## config.mk

```make
export PLATFORM = sky130hd
export DESIGN_NAME = grid_slot_bitmap_allocator
export DESIGN_NICKNAME = d
export VERILOG_FILES = /design/src/rtl/gsba_pkg.sv /design/src/rtl/grid_slot_bitmap_allocator.sv /design/src/rtl/gsba_ctrl.sv /design/src/rtl/gsba_dp.sv
export SDC_FILE = /design/constraint.sdc
export NUM_CORES = 1
export LEC_CHECK = 0
export ABC_CLOCK_PERIOD_IN_PS = 14200
export BUFFER_PORTS_ARGS = -buffer_cell sky130_fd_sc_hd__buf_2
export CAP_MARGIN = 20
export CORE_MARGIN = 5
export CORE_UTILIZATION = 47
export CTS_BUF_LIST = sky130_fd_sc_hd__clkbuf_4 sky130_fd_sc_hd__clkbuf_8
export DETAILED_ROUTE_END_ITERATION = 10
export GPL_ROUTABILITY_DRIVEN = 0
export PLACE_DENSITY = 0.64
export SLEW_MARGIN = 5
export SYNTH_ARGS = -nofsm -noshare
export SYNTH_HDL_FRONTEND = slang
export SYNTH_SLANG_ARGS = --single-unit
export TNS_END_PERCENT = 10
```

## constraint.sdc

```tcl
create_clock -name clk_i -period 14.2 [get_ports clk_i]
set_clock_uncertainty 0.2 [all_clocks]
set_input_delay 2.13 -clock clk_i [delete_from_list [all_inputs] [get_ports clk_i]]
set_output_delay 2.13 -clock clk_i [all_outputs]
set_load 0.005 [all_outputs]
```

## src/rtl/gsba_pkg.sv

```systemverilog
package gsba_pkg;

  localparam int unsigned NumWordsDef = 32;
  localparam int unsigned WordBitsLog = 5;

  localparam int unsigned TexW     = 15;
  localparam int unsigned SlotNumW = 10;
  localparam int unsigned PosW     = 24;
  localparam int unsigned PerRowW  = 11;
  localparam int unsigned SlotDimW = 13;
  localparam int unsigned CfgIdxW  = 2;
  localparam int unsigned CfgDataW = 13;

  localparam logic [PerRowW-1:0]  PerRowRst  = 11'd16;
  localparam logic [SlotDimW-1:0] SlotDimRst = 13'd64;

  typedef enum logic [CfgIdxW-1:0] {
    CFG_SLOTS_PER_ROW = 2'd0,
    CFG_SLOT_WIDTH    = 2'd1,
    CFG_SLOT_HEIGHT   = 2'd2
  } cfg_idx_e;

  typedef enum logic [1:0] {
    ST_IDLE,
    ST_DIV,
    ST_MUL,
    ST_DONE
  } state_e;

  typedef struct packed {
    logic load;
    logic div_step;
    logic mul;
    logic out_load;
  } ctrl_cmd_t;

  typedef struct packed {
    logic full;
    logic out_free;
  } dp_status_t;

endpackage

```

## src/rtl/grid_slot_bitmap_allocator.sv

```systemverilog
// an accepted beat passes through the division, multiply and done states to the result register;
// when the atlas is full it goes straight to done; the divider takes one quotient bit per cycle
// a new request is taken only once the previous result is loaded into the output register;
// a stalled result holding the output register delays the next request
// reset: asynchronous, active low; all slots free, slots_per_row 16, slot size 64 x 64
module grid_slot_bitmap_allocator
  import gsba_pkg::*;
#(
  parameter int unsigned NUM_WORDS = NumWordsDef
) (
  input  logic                clk_i,
  input  logic                rst_ni,
  input  logic                s_axis_tvalid,
  output logic                s_axis_tready,
  input  logic [31:0]         s_axis_tdata,  // tex_width, tex_height, zero pad
  output logic                m_axis_tvalid,
  input  logic                m_axis_tready,
  output logic [87:0]         m_axis_tdata,  // slot_number, pos_x, pos_y, dim_width, dim_height
  output logic [0:0]          m_axis_tuser,  // full_res
  input  logic                cfg_we_i,
  input  logic [CfgIdxW-1:0]  cfg_idx_i,
  input  logic [CfgDataW-1:0] cfg_data_i
);

  localparam int unsigned SlotW = $clog2(NUM_WORDS) + WordBitsLog;

  ctrl_cmd_t           cmd;
  dp_status_t          status;
  logic [SlotNumW-1:0] slot_number;
  logic [PosW-1:0]     pos_x, pos_y;
  logic [TexW-1:0]     dim_width, dim_height;
  logic                full_res;
  logic [SlotW:0]      fill;

  gsba_ctrl #(.NUM_WORDS(NUM_WORDS)) u_ctrl (
    .clk_i      (clk_i),
    .rst_ni     (rst_ni),
    .in_valid_i (s_axis_tvalid),
    .in_ready_o (s_axis_tready),
    .status_i   (status),
    .cmd_o      (cmd)
  );

  gsba_dp #(.NUM_WORDS(NUM_WORDS)) u_dp (
    .clk_i         (clk_i),
    .rst_ni        (rst_ni),
    .cmd_i         (cmd),
    .status_o      (status),
    .cfg_we_i      (cfg_we_i),
    .cfg_idx_i     (cfg_idx_i),
    .cfg_data_i    (cfg_data_i),
    .tex_width_i   (s_axis_tdata[14:0]),
    .tex_height_i  (s_axis_tdata[29:15]),
    .out_ready_i   (m_axis_tready),
    .out_valid_o   (m_axis_tvalid),
    .slot_number_o (slot_number),
    .pos_x_o       (pos_x),
    .pos_y_o       (pos_y),
    .dim_width_o   (dim_width),
    .dim_height_o  (dim_height),
    .full_res_o    (full_res),
    .fill_o        (fill)
  );

  assign m_axis_tdata = {dim_height, dim_width, pos_y, pos_x, slot_number};
  assign m_axis_tuser = full_res;

  // a full result carries no slot and no coordinates
  assert property (@(posedge clk_i) disable iff (!rst_ni)
    m_axis_tvalid && m_axis_tuser[0] |-> m_axis_tdata[57:0] == 58'd0)
    else $error("full result with nonzero slot fields");

  assert property (@(posedge clk_i) disable iff (!rst_ni)
    fill <= (SlotW+1)'(NUM_WORDS << WordBitsLog))
    else $error("fill level beyond slot count");

  assert property (@(posedge clk_i) disable iff (!rst_ni)
    s_axis_tvalid && s_axis_tready |=> !s_axis_tready)
    else $error("request taken while busy");

  assert property (@(posedge clk_i) disable iff (!rst_ni)
    s_axis_tvalid && s_axis_tready && !status.full |=> fill == $past(fill) + (SlotW+1)'(1))
    else $error("claimed slot not recorded");

endmodule

```

## src/rtl/gsba_ctrl.sv

```systemverilog
module gsba_ctrl
  import gsba_pkg::*;
#(
  parameter int unsigned NUM_WORDS = NumWordsDef
) (
  input  logic       clk_i,
  input  logic       rst_ni,
  input  logic       in_valid_i,
  output logic       in_ready_o,
  input  dp_status_t status_i,
  output ctrl_cmd_t  cmd_o
);

  localparam int unsigned SlotW = $clog2(NUM_WORDS) + WordBitsLog;
  localparam int unsigned CntW  = $clog2(SlotW);

  state_e          state_q, state_d;
  logic [CntW-1:0] step_q, step_d;

  always_ff @(posedge clk_i or negedge rst_ni) begin
    if (!rst_ni) begin
      state_q <= ST_IDLE;
      step_q  <= '0;
    end else begin
      state_q <= state_d;
      step_q  <= step_d;
    end
  end

  always_comb begin
    state_d    = state_q;
    step_d     = step_q;
    cmd_o      = '0;
    in_ready_o = 1'b0;
    unique case (state_q)
      ST_IDLE: begin
        in_ready_o = 1'b1;
        if (in_valid_i) begin
          cmd_o.load = 1'b1;
          step_d     = '0;
          // a full atlas needs no coordinates
          state_d    = status_i.full ? ST_DONE : ST_DIV;
        end
      end
      ST_DIV: begin
        cmd_o.div_step = 1'b1;
        step_d         = step_q + CntW'(1);
        if (step_q == CntW'(SlotW - 1)) begin
          state_d = ST_MUL;
        end
      end
      ST_MUL: begin
        cmd_o.mul = 1'b1;
        state_d   = ST_DONE;
      end
      ST_DONE: begin
        if (status_i.out_free) begin
          cmd_o.out_load = 1'b1;
          state_d        = ST_IDLE;
        end
      end
      default: state_d = ST_IDLE;
    endcase
  end

endmodule

```

## src/rtl/gsba_dp.sv

```systemverilog
module gsba_dp
  import gsba_pkg::*;
#(
  parameter int unsigned NUM_WORDS = NumWordsDef
) (
  input  logic                clk_i,
  input  logic                rst_ni,
  input  ctrl_cmd_t           cmd_i,
  output dp_status_t          status_o,
  input  logic                cfg_we_i,
  input  logic [CfgIdxW-1:0]  cfg_idx_i,
  input  logic [CfgDataW-1:0] cfg_data_i,
  input  logic [TexW-1:0]     tex_width_i,
  input  logic [TexW-1:0]     tex_height_i,
  input  logic                out_ready_i,
  output logic                out_valid_o,
  output logic [SlotNumW-1:0] slot_number_o,
  output logic [PosW-1:0]     pos_x_o,
  output logic [PosW-1:0]     pos_y_o,
  output logic [TexW-1:0]     dim_width_o,
  output logic [TexW-1:0]     dim_height_o,
  output logic                full_res_o,
  output logic [$clog2(NUM_WORDS)+WordBitsLog:0] fill_o
);

  localparam int unsigned SlotW    = $clog2(NUM_WORDS) + WordBitsLog;
  localparam int unsigned MaxSlots = NUM_WORDS << WordBitsLog;

  // slots are claimed strictly in order and never freed, so the bitmap is
  // all ones below the fill level and all zeros above it
  logic [SlotW:0]         fill_q;
  logic [PerRowW-1:0]     per_row_q;
  logic [SlotDimW-1:0]    slot_w_q, slot_h_q;
  logic                   full_q;
  logic [SlotW-1:0]       slot_q, quot_q;
  logic [PerRowW-1:0]     rem_q;
  logic [TexW-1:0]        tw_q, th_q;
  logic [PosW-1:0]        px_q, py_q;
  logic                   out_valid_q;
  logic [SlotNumW-1:0]    o_slot_q;
  logic [PosW-1:0]        o_px_q, o_py_q;
  logic [TexW-1:0]        o_tw_q, o_th_q;
  logic                   o_full_q;

  logic                   atlas_full;
  logic [PerRowW-1:0]     divisor;
  logic [PerRowW:0]       rem_sh;
  logic                   q_bit;
  logic [PosW-1:0]        col_prod;
  logic [SlotW+SlotDimW-1:0] row_prod;
  logic [SlotW+SlotDimW+PosW-1:0] row_ext;
  logic [SlotW+SlotNumW-1:0] slot_ext;

  assign atlas_full = (fill_q == (SlotW+1)'(MaxSlots));
  assign divisor    = (per_row_q == '0) ? PerRowW'(1) : per_row_q;
  assign rem_sh     = {rem_q, quot_q[SlotW-1]};
  assign q_bit      = (rem_sh >= {1'b0, divisor});
  assign col_prod   = PosW'(rem_q) * PosW'(slot_w_q);
  assign row_prod   = (SlotW+SlotDimW)'(quot_q) * (SlotW+SlotDimW)'(slot_h_q);
  assign row_ext    = {{PosW{1'b0}}, row_prod};
  assign slot_ext   = {{SlotNumW{1'b0}}, slot_q};

  always_ff @(posedge clk_i or negedge rst_ni) begin
    if (!rst_ni) begin
      fill_q      <= '0;
      per_row_q   <= PerRowRst;
      slot_w_q    <= SlotDimRst;
      slot_h_q    <= SlotDimRst;
      out_valid_q <= 1'b0;
    end else begin
      if (cfg_we_i) begin
        unique case (cfg_idx_i)
          CFG_SLOTS_PER_ROW: per_row_q <= cfg_data_i[PerRowW-1:0];
          CFG_SLOT_WIDTH:    slot_w_q  <= cfg_data_i;
          CFG_SLOT_HEIGHT:   slot_h_q  <= cfg_data_i;
          default: ;
        endcase
      end
      if (cmd_i.load && !atlas_full) begin
        fill_q <= fill_q + (SlotW+1)'(1);
      end
      if (cmd_i.out_load) begin
        out_valid_q <= 1'b1;
      end else if (out_ready_i) begin
        out_valid_q <= 1'b0;
      end
    end
  end

  always_ff @(posedge clk_i) begin
    if (cmd_i.load) begin
      full_q <= atlas_full;
      slot_q <= fill_q[SlotW-1:0];
      quot_q <= fill_q[SlotW-1:0];
      rem_q  <= '0;
      tw_q   <= tex_width_i;
      th_q   <= tex_height_i;
    end
    // restoring divide, one quotient bit per beat
    if (cmd_i.div_step) begin
      rem_q  <= q_bit ? PerRowW'(rem_sh - {1'b0, divisor}) : rem_sh[PerRowW-1:0];
      quot_q <= {quot_q[SlotW-2:0], q_bit};
    end
    if (cmd_i.mul) begin
      px_q <= col_prod;
      py_q <= row_ext[PosW-1:0];
    end
    if (cmd_i.out_load) begin
      o_full_q <= full_q;
      o_tw_q   <= tw_q;
      o_th_q   <= th_q;
      o_slot_q <= full_q ? '0 : slot_ext[SlotNumW-1:0];
      o_px_q   <= full_q ? '0 : px_q;
      o_py_q   <= full_q ? '0 : py_q;
    end
  end

  assign status_o.full     = atlas_full;
  assign status_o.out_free = !out_valid_q || out_ready_i;

  assign out_valid_o   = out_valid_q;
  assign slot_number_o = o_slot_q;
  assign pos_x_o       = o_px_q;
  assign pos_y_o       = o_py_q;
  assign dim_width_o   = o_tw_q;
  assign dim_height_o  = o_th_q;
  assign full_res_o    = o_full_q;
  assign fill_o        = fill_q;

endmodule
```

==> summary.md <==
| Metric | Value |
|---|---|
| Status | `finished clean` |
| Placed insts | `about 2200` |
| Mapped Area | `between 0.015 and 0.02 mm2` |
| Gr usage total | `around 17%` |
| Mean Syn Cell Area | `around 11 um2` |
| Synth Warn # | `0` |
| Initial antenna violation count | `2` |
| Most Frequent Cell on Critical Path | `fa_1` |
| Worst EP arrival | `6300 ps` |
| Die Y | `208 um` |
| Pins over their slew limit | `0` |
| Avg WL per Cell | `between 15 and 20 um` |
| Largest net degree at the start of global routing | `65` |
| Starting DRT DRC Count | `571` |
| FF+latch count, synth | `between 200 and 300` |
| Port Buffers | `~140` |
| Part of the cycle the worst path needs | `42.9%` |
| Delay-heaviest family, CP | `adder cells` |
| Primary FF master, synth | `edfxtp_1` |
| Cts bufs inserted | `45` |
| Clk_lat worst skew | `570 ps` |
| Post-synth EDFFs | `between 150 and 200` |
| Worst hold path class | `reg -> reg` |
| Unrepaired setup endpoints after global routing | `no` |
| Post-DP HPWL | `approximately 27 mm` |
| Register area share after synthesis | `approximately 40%` |
| Final cell count without fillers | `2327` |
| Ys async rst share | `between 20% and 30%` |
| Post-synthesis mux area share | `about 2.7%` |
| Buffer and inverter count on the worst path | `3` |
| Clock Tree Root | `clkbuf_8` |
| Post-DR vias/cell | `between 5 and 6` |
| Top cells by count, synth | `inv_1, edfxtp_1, fa_1, nand2_1, ha_1` |
| Slew @ Worst Pin | `around 1000 ps` |
| Crit-path max cell delay | `between 700 and 800 ps` |
| Critical Setup Path Class | `reg -> reg` |
| Final WL | `approximately 36 mm` |
| Die ar. | `approximately 0.043 mm2` |
| Fillers | `approximately 3400` |
| CTS tree | `yes` |
| Htree depth | `2` |
| GRT overflow | `0` |
| Core Region | `slightly below 0.04 mm2` |
| Post-CTS Hold Fix Bufs | `0` |
| Final setup violation count | `0` |
| Syn Inst Count | `1647` |
| Compound-Gate Fraction of Synth Area | `~5.6%` |
| Cell chain of the critical path | `nand2_1, fa_1, inv_1, fa_1, fa_1, fa_1, inv_1, fa_1, inv_1, ha_1, a21o_1, a21oi_2, nor2b_1, o2111a_1, a311oi_4, or4b_1, o211ai_1` |
| Share of post-route cells with drive strength above 1 | `approximately 15%` |
| Final-report hold violation count | `0` |
| Simple-Gate Fraction of Synth Area | `between 10% and 20%` |
| First-pass GRT wire length | `approximately 60 mm` |
| Die width | `208 um` |
| Starting Density | `between 40% and 50%` |
| Worst Setup End Kind | `register` |
| Top cells by area, synth | `edfxtp_1, fa_1, ha_1` |
| Most common cell in the netlist | `inv_1` |
| Syn_nets | `2023` |
| Clock-pin slew of the registers on the worst-case setup and hold paths | `60 ps` |
| Cell taking the most area after synthesis | `edfxtp_1` |
| CP required | `between 10000 and 15000 ps` |
| Crit path launch type | `register` |
| Synth top area share | `32.0%` |
| Final net count | `about 2200` |
| FF+latch area | `approximately 0.0073 mm2` |
| XOR/XNOR share of the synthesized area | `around 2.6%` |
| Min Clock Period, post-route | `approximately 6000 ps` |
| CP max stage cell | `edfxtp_1` |
| Fin Hold WS | `roughly 210 ps` |
| Max Clk Rate | `~160 MHz` |
| Post-route ant nets | `0` |
| Clk sink count | `around 250` |
| CP max FO | `15` |
| # diodes | `0` |
| Total negative slack | `0 ps` |
| Multi-input combinational cell area | `between 0.009 and 0.01 mm2` |
| Via count | `11900` |
| IO Pins | `roughly 140` |
| DRT Pass-1 Iters | `4` |
| Area Overhead vs Synth | `11.2%` |
| Largest family of logic cells by synthesized area | `adder cells` |
| Post-CTS Resized | `0` |
| Std cell rows | `72` |
| Synth cell types | `between 60 and 70` |
| Buffer depth of the longest clock path | `3` |
| Post-route DRC | `0` |
| Max_cap viols | `0` |
| Vias in the first global route | `12400` |
| Post CTS Setup Buffer Count | `0` |
| Synth Area in Adders | `~30%` |
| Headroom to the max-slew limit | `a little under a third` |
sequential cells by signal, summed over array words and instances, names as in the netlist, 4 cells and up:
signal and flops:
u_dp.fill_o 11, u_dp.px_q 24, u_dp.dim_width_o 15, u_dp.rem_q 11, u_dp.py_q 23, u_dp.slot_w_q 13
u_dp.slot_number_o 10, u_dp.quot_q 10, u_ctrl.step_q 4, u_dp.pos_x_o 24, u_dp.slot_h_q 13, u_dp.pos_y_o 23
u_dp.slot_q 10, u_dp.per_row_q 11, u_dp.dim_height_o 15, u_dp.tw_q 15, u_dp.th_q 15
layout by cell type, fill, tap and decap left out, types with 14 or more instances in the layout:
cell type	n
inv_1	262
edfxtp_1	197
fa_1	185
nand2_1	180
buf_2	139
ha_1	138
and2_1	130
nor2b_1	74
dfrtp_1	52
clkbuf_8	49
a21oi_1	43
o21ai_0	43
xnor2_1	41
mux2_2	36
nor2_1	28
nand3_1	17
a21o_1	15
xor2_1	14
area by class of cell:
class	instances	area share, %
clock buffer	58	3.60
clock inverter	23	0.851
inverter	262	4.78
multi-input combinational	1068	48.5
sequential	252	35.4
tap	518	3.15
timing repair buffer	146	3.65
stage by stage:
stage / util (%) / worst slack (ps) / instance area (um2)
6_report: 53.0 / 8100 / 20600
2_1_floorplan: - / 8450 / 18500
3_3_place_gp: 50.6 / 8120 / 19700
3_5_place_dp: 50.6 / 8130 / 19700
4_1_cts: 53.0 / 8110 / 20600
5_1_grt: 53.0 / 7840 / 20600
metal layers:
| layer | up-vias | share of wire (%) | GRT usage [%] |
|---|---|---|---|
| met2 | 259 | 46 | 27.1 |
| met1 | 5994 | 46 | 23.9 |
| met3 | 62 | 5.5 | 3.27 |
| li1 | 5605 | - | - |
| met5 | - | 0.076 | 0 |
| met4 | 4 | 2.3 | 4.58 |
cells by family (layout without fill, tap and decap cells):
logic type | Yosys count | after routing
AND/OR/NAND/NOR | 486 | 486
buffers and inverters | 327 | 489
adder cells (fa/ha/maj) | 324 | 324
flip-flops | 252 | 252
AO/OA/AOI/OAI | 157 | 157
XOR/XNOR | 55 | 55
multiplexers | 45 | 45
other | 1 | 1
path summary, 6_finish.rpt:
path	from	slack (ps)	end	depth (start not counted)
setup / recovery	u_dp.rem_q[7]	8100	u_dp.px_q[21]	17
hold / removal	u_dp.th_q[13]	210	u_dp.dim_height_o[13]	0
setup reg to reg	u_dp.rem_q[7]	8100	u_dp.px_q[21]	17
hold reg to reg	u_dp.th_q[13]	210	u_dp.dim_height_o[13]	0
max in group asynchronous	rst_ni	11790	u_dp.slot_w_q[4]	2
min in group asynchronous	rst_ni	1520	u_dp.fill_o[3]	2
Power is left out: the tool's default activity adds up to more than one toggle a clock period on the data nets, which glitch-free logic cannot reach.
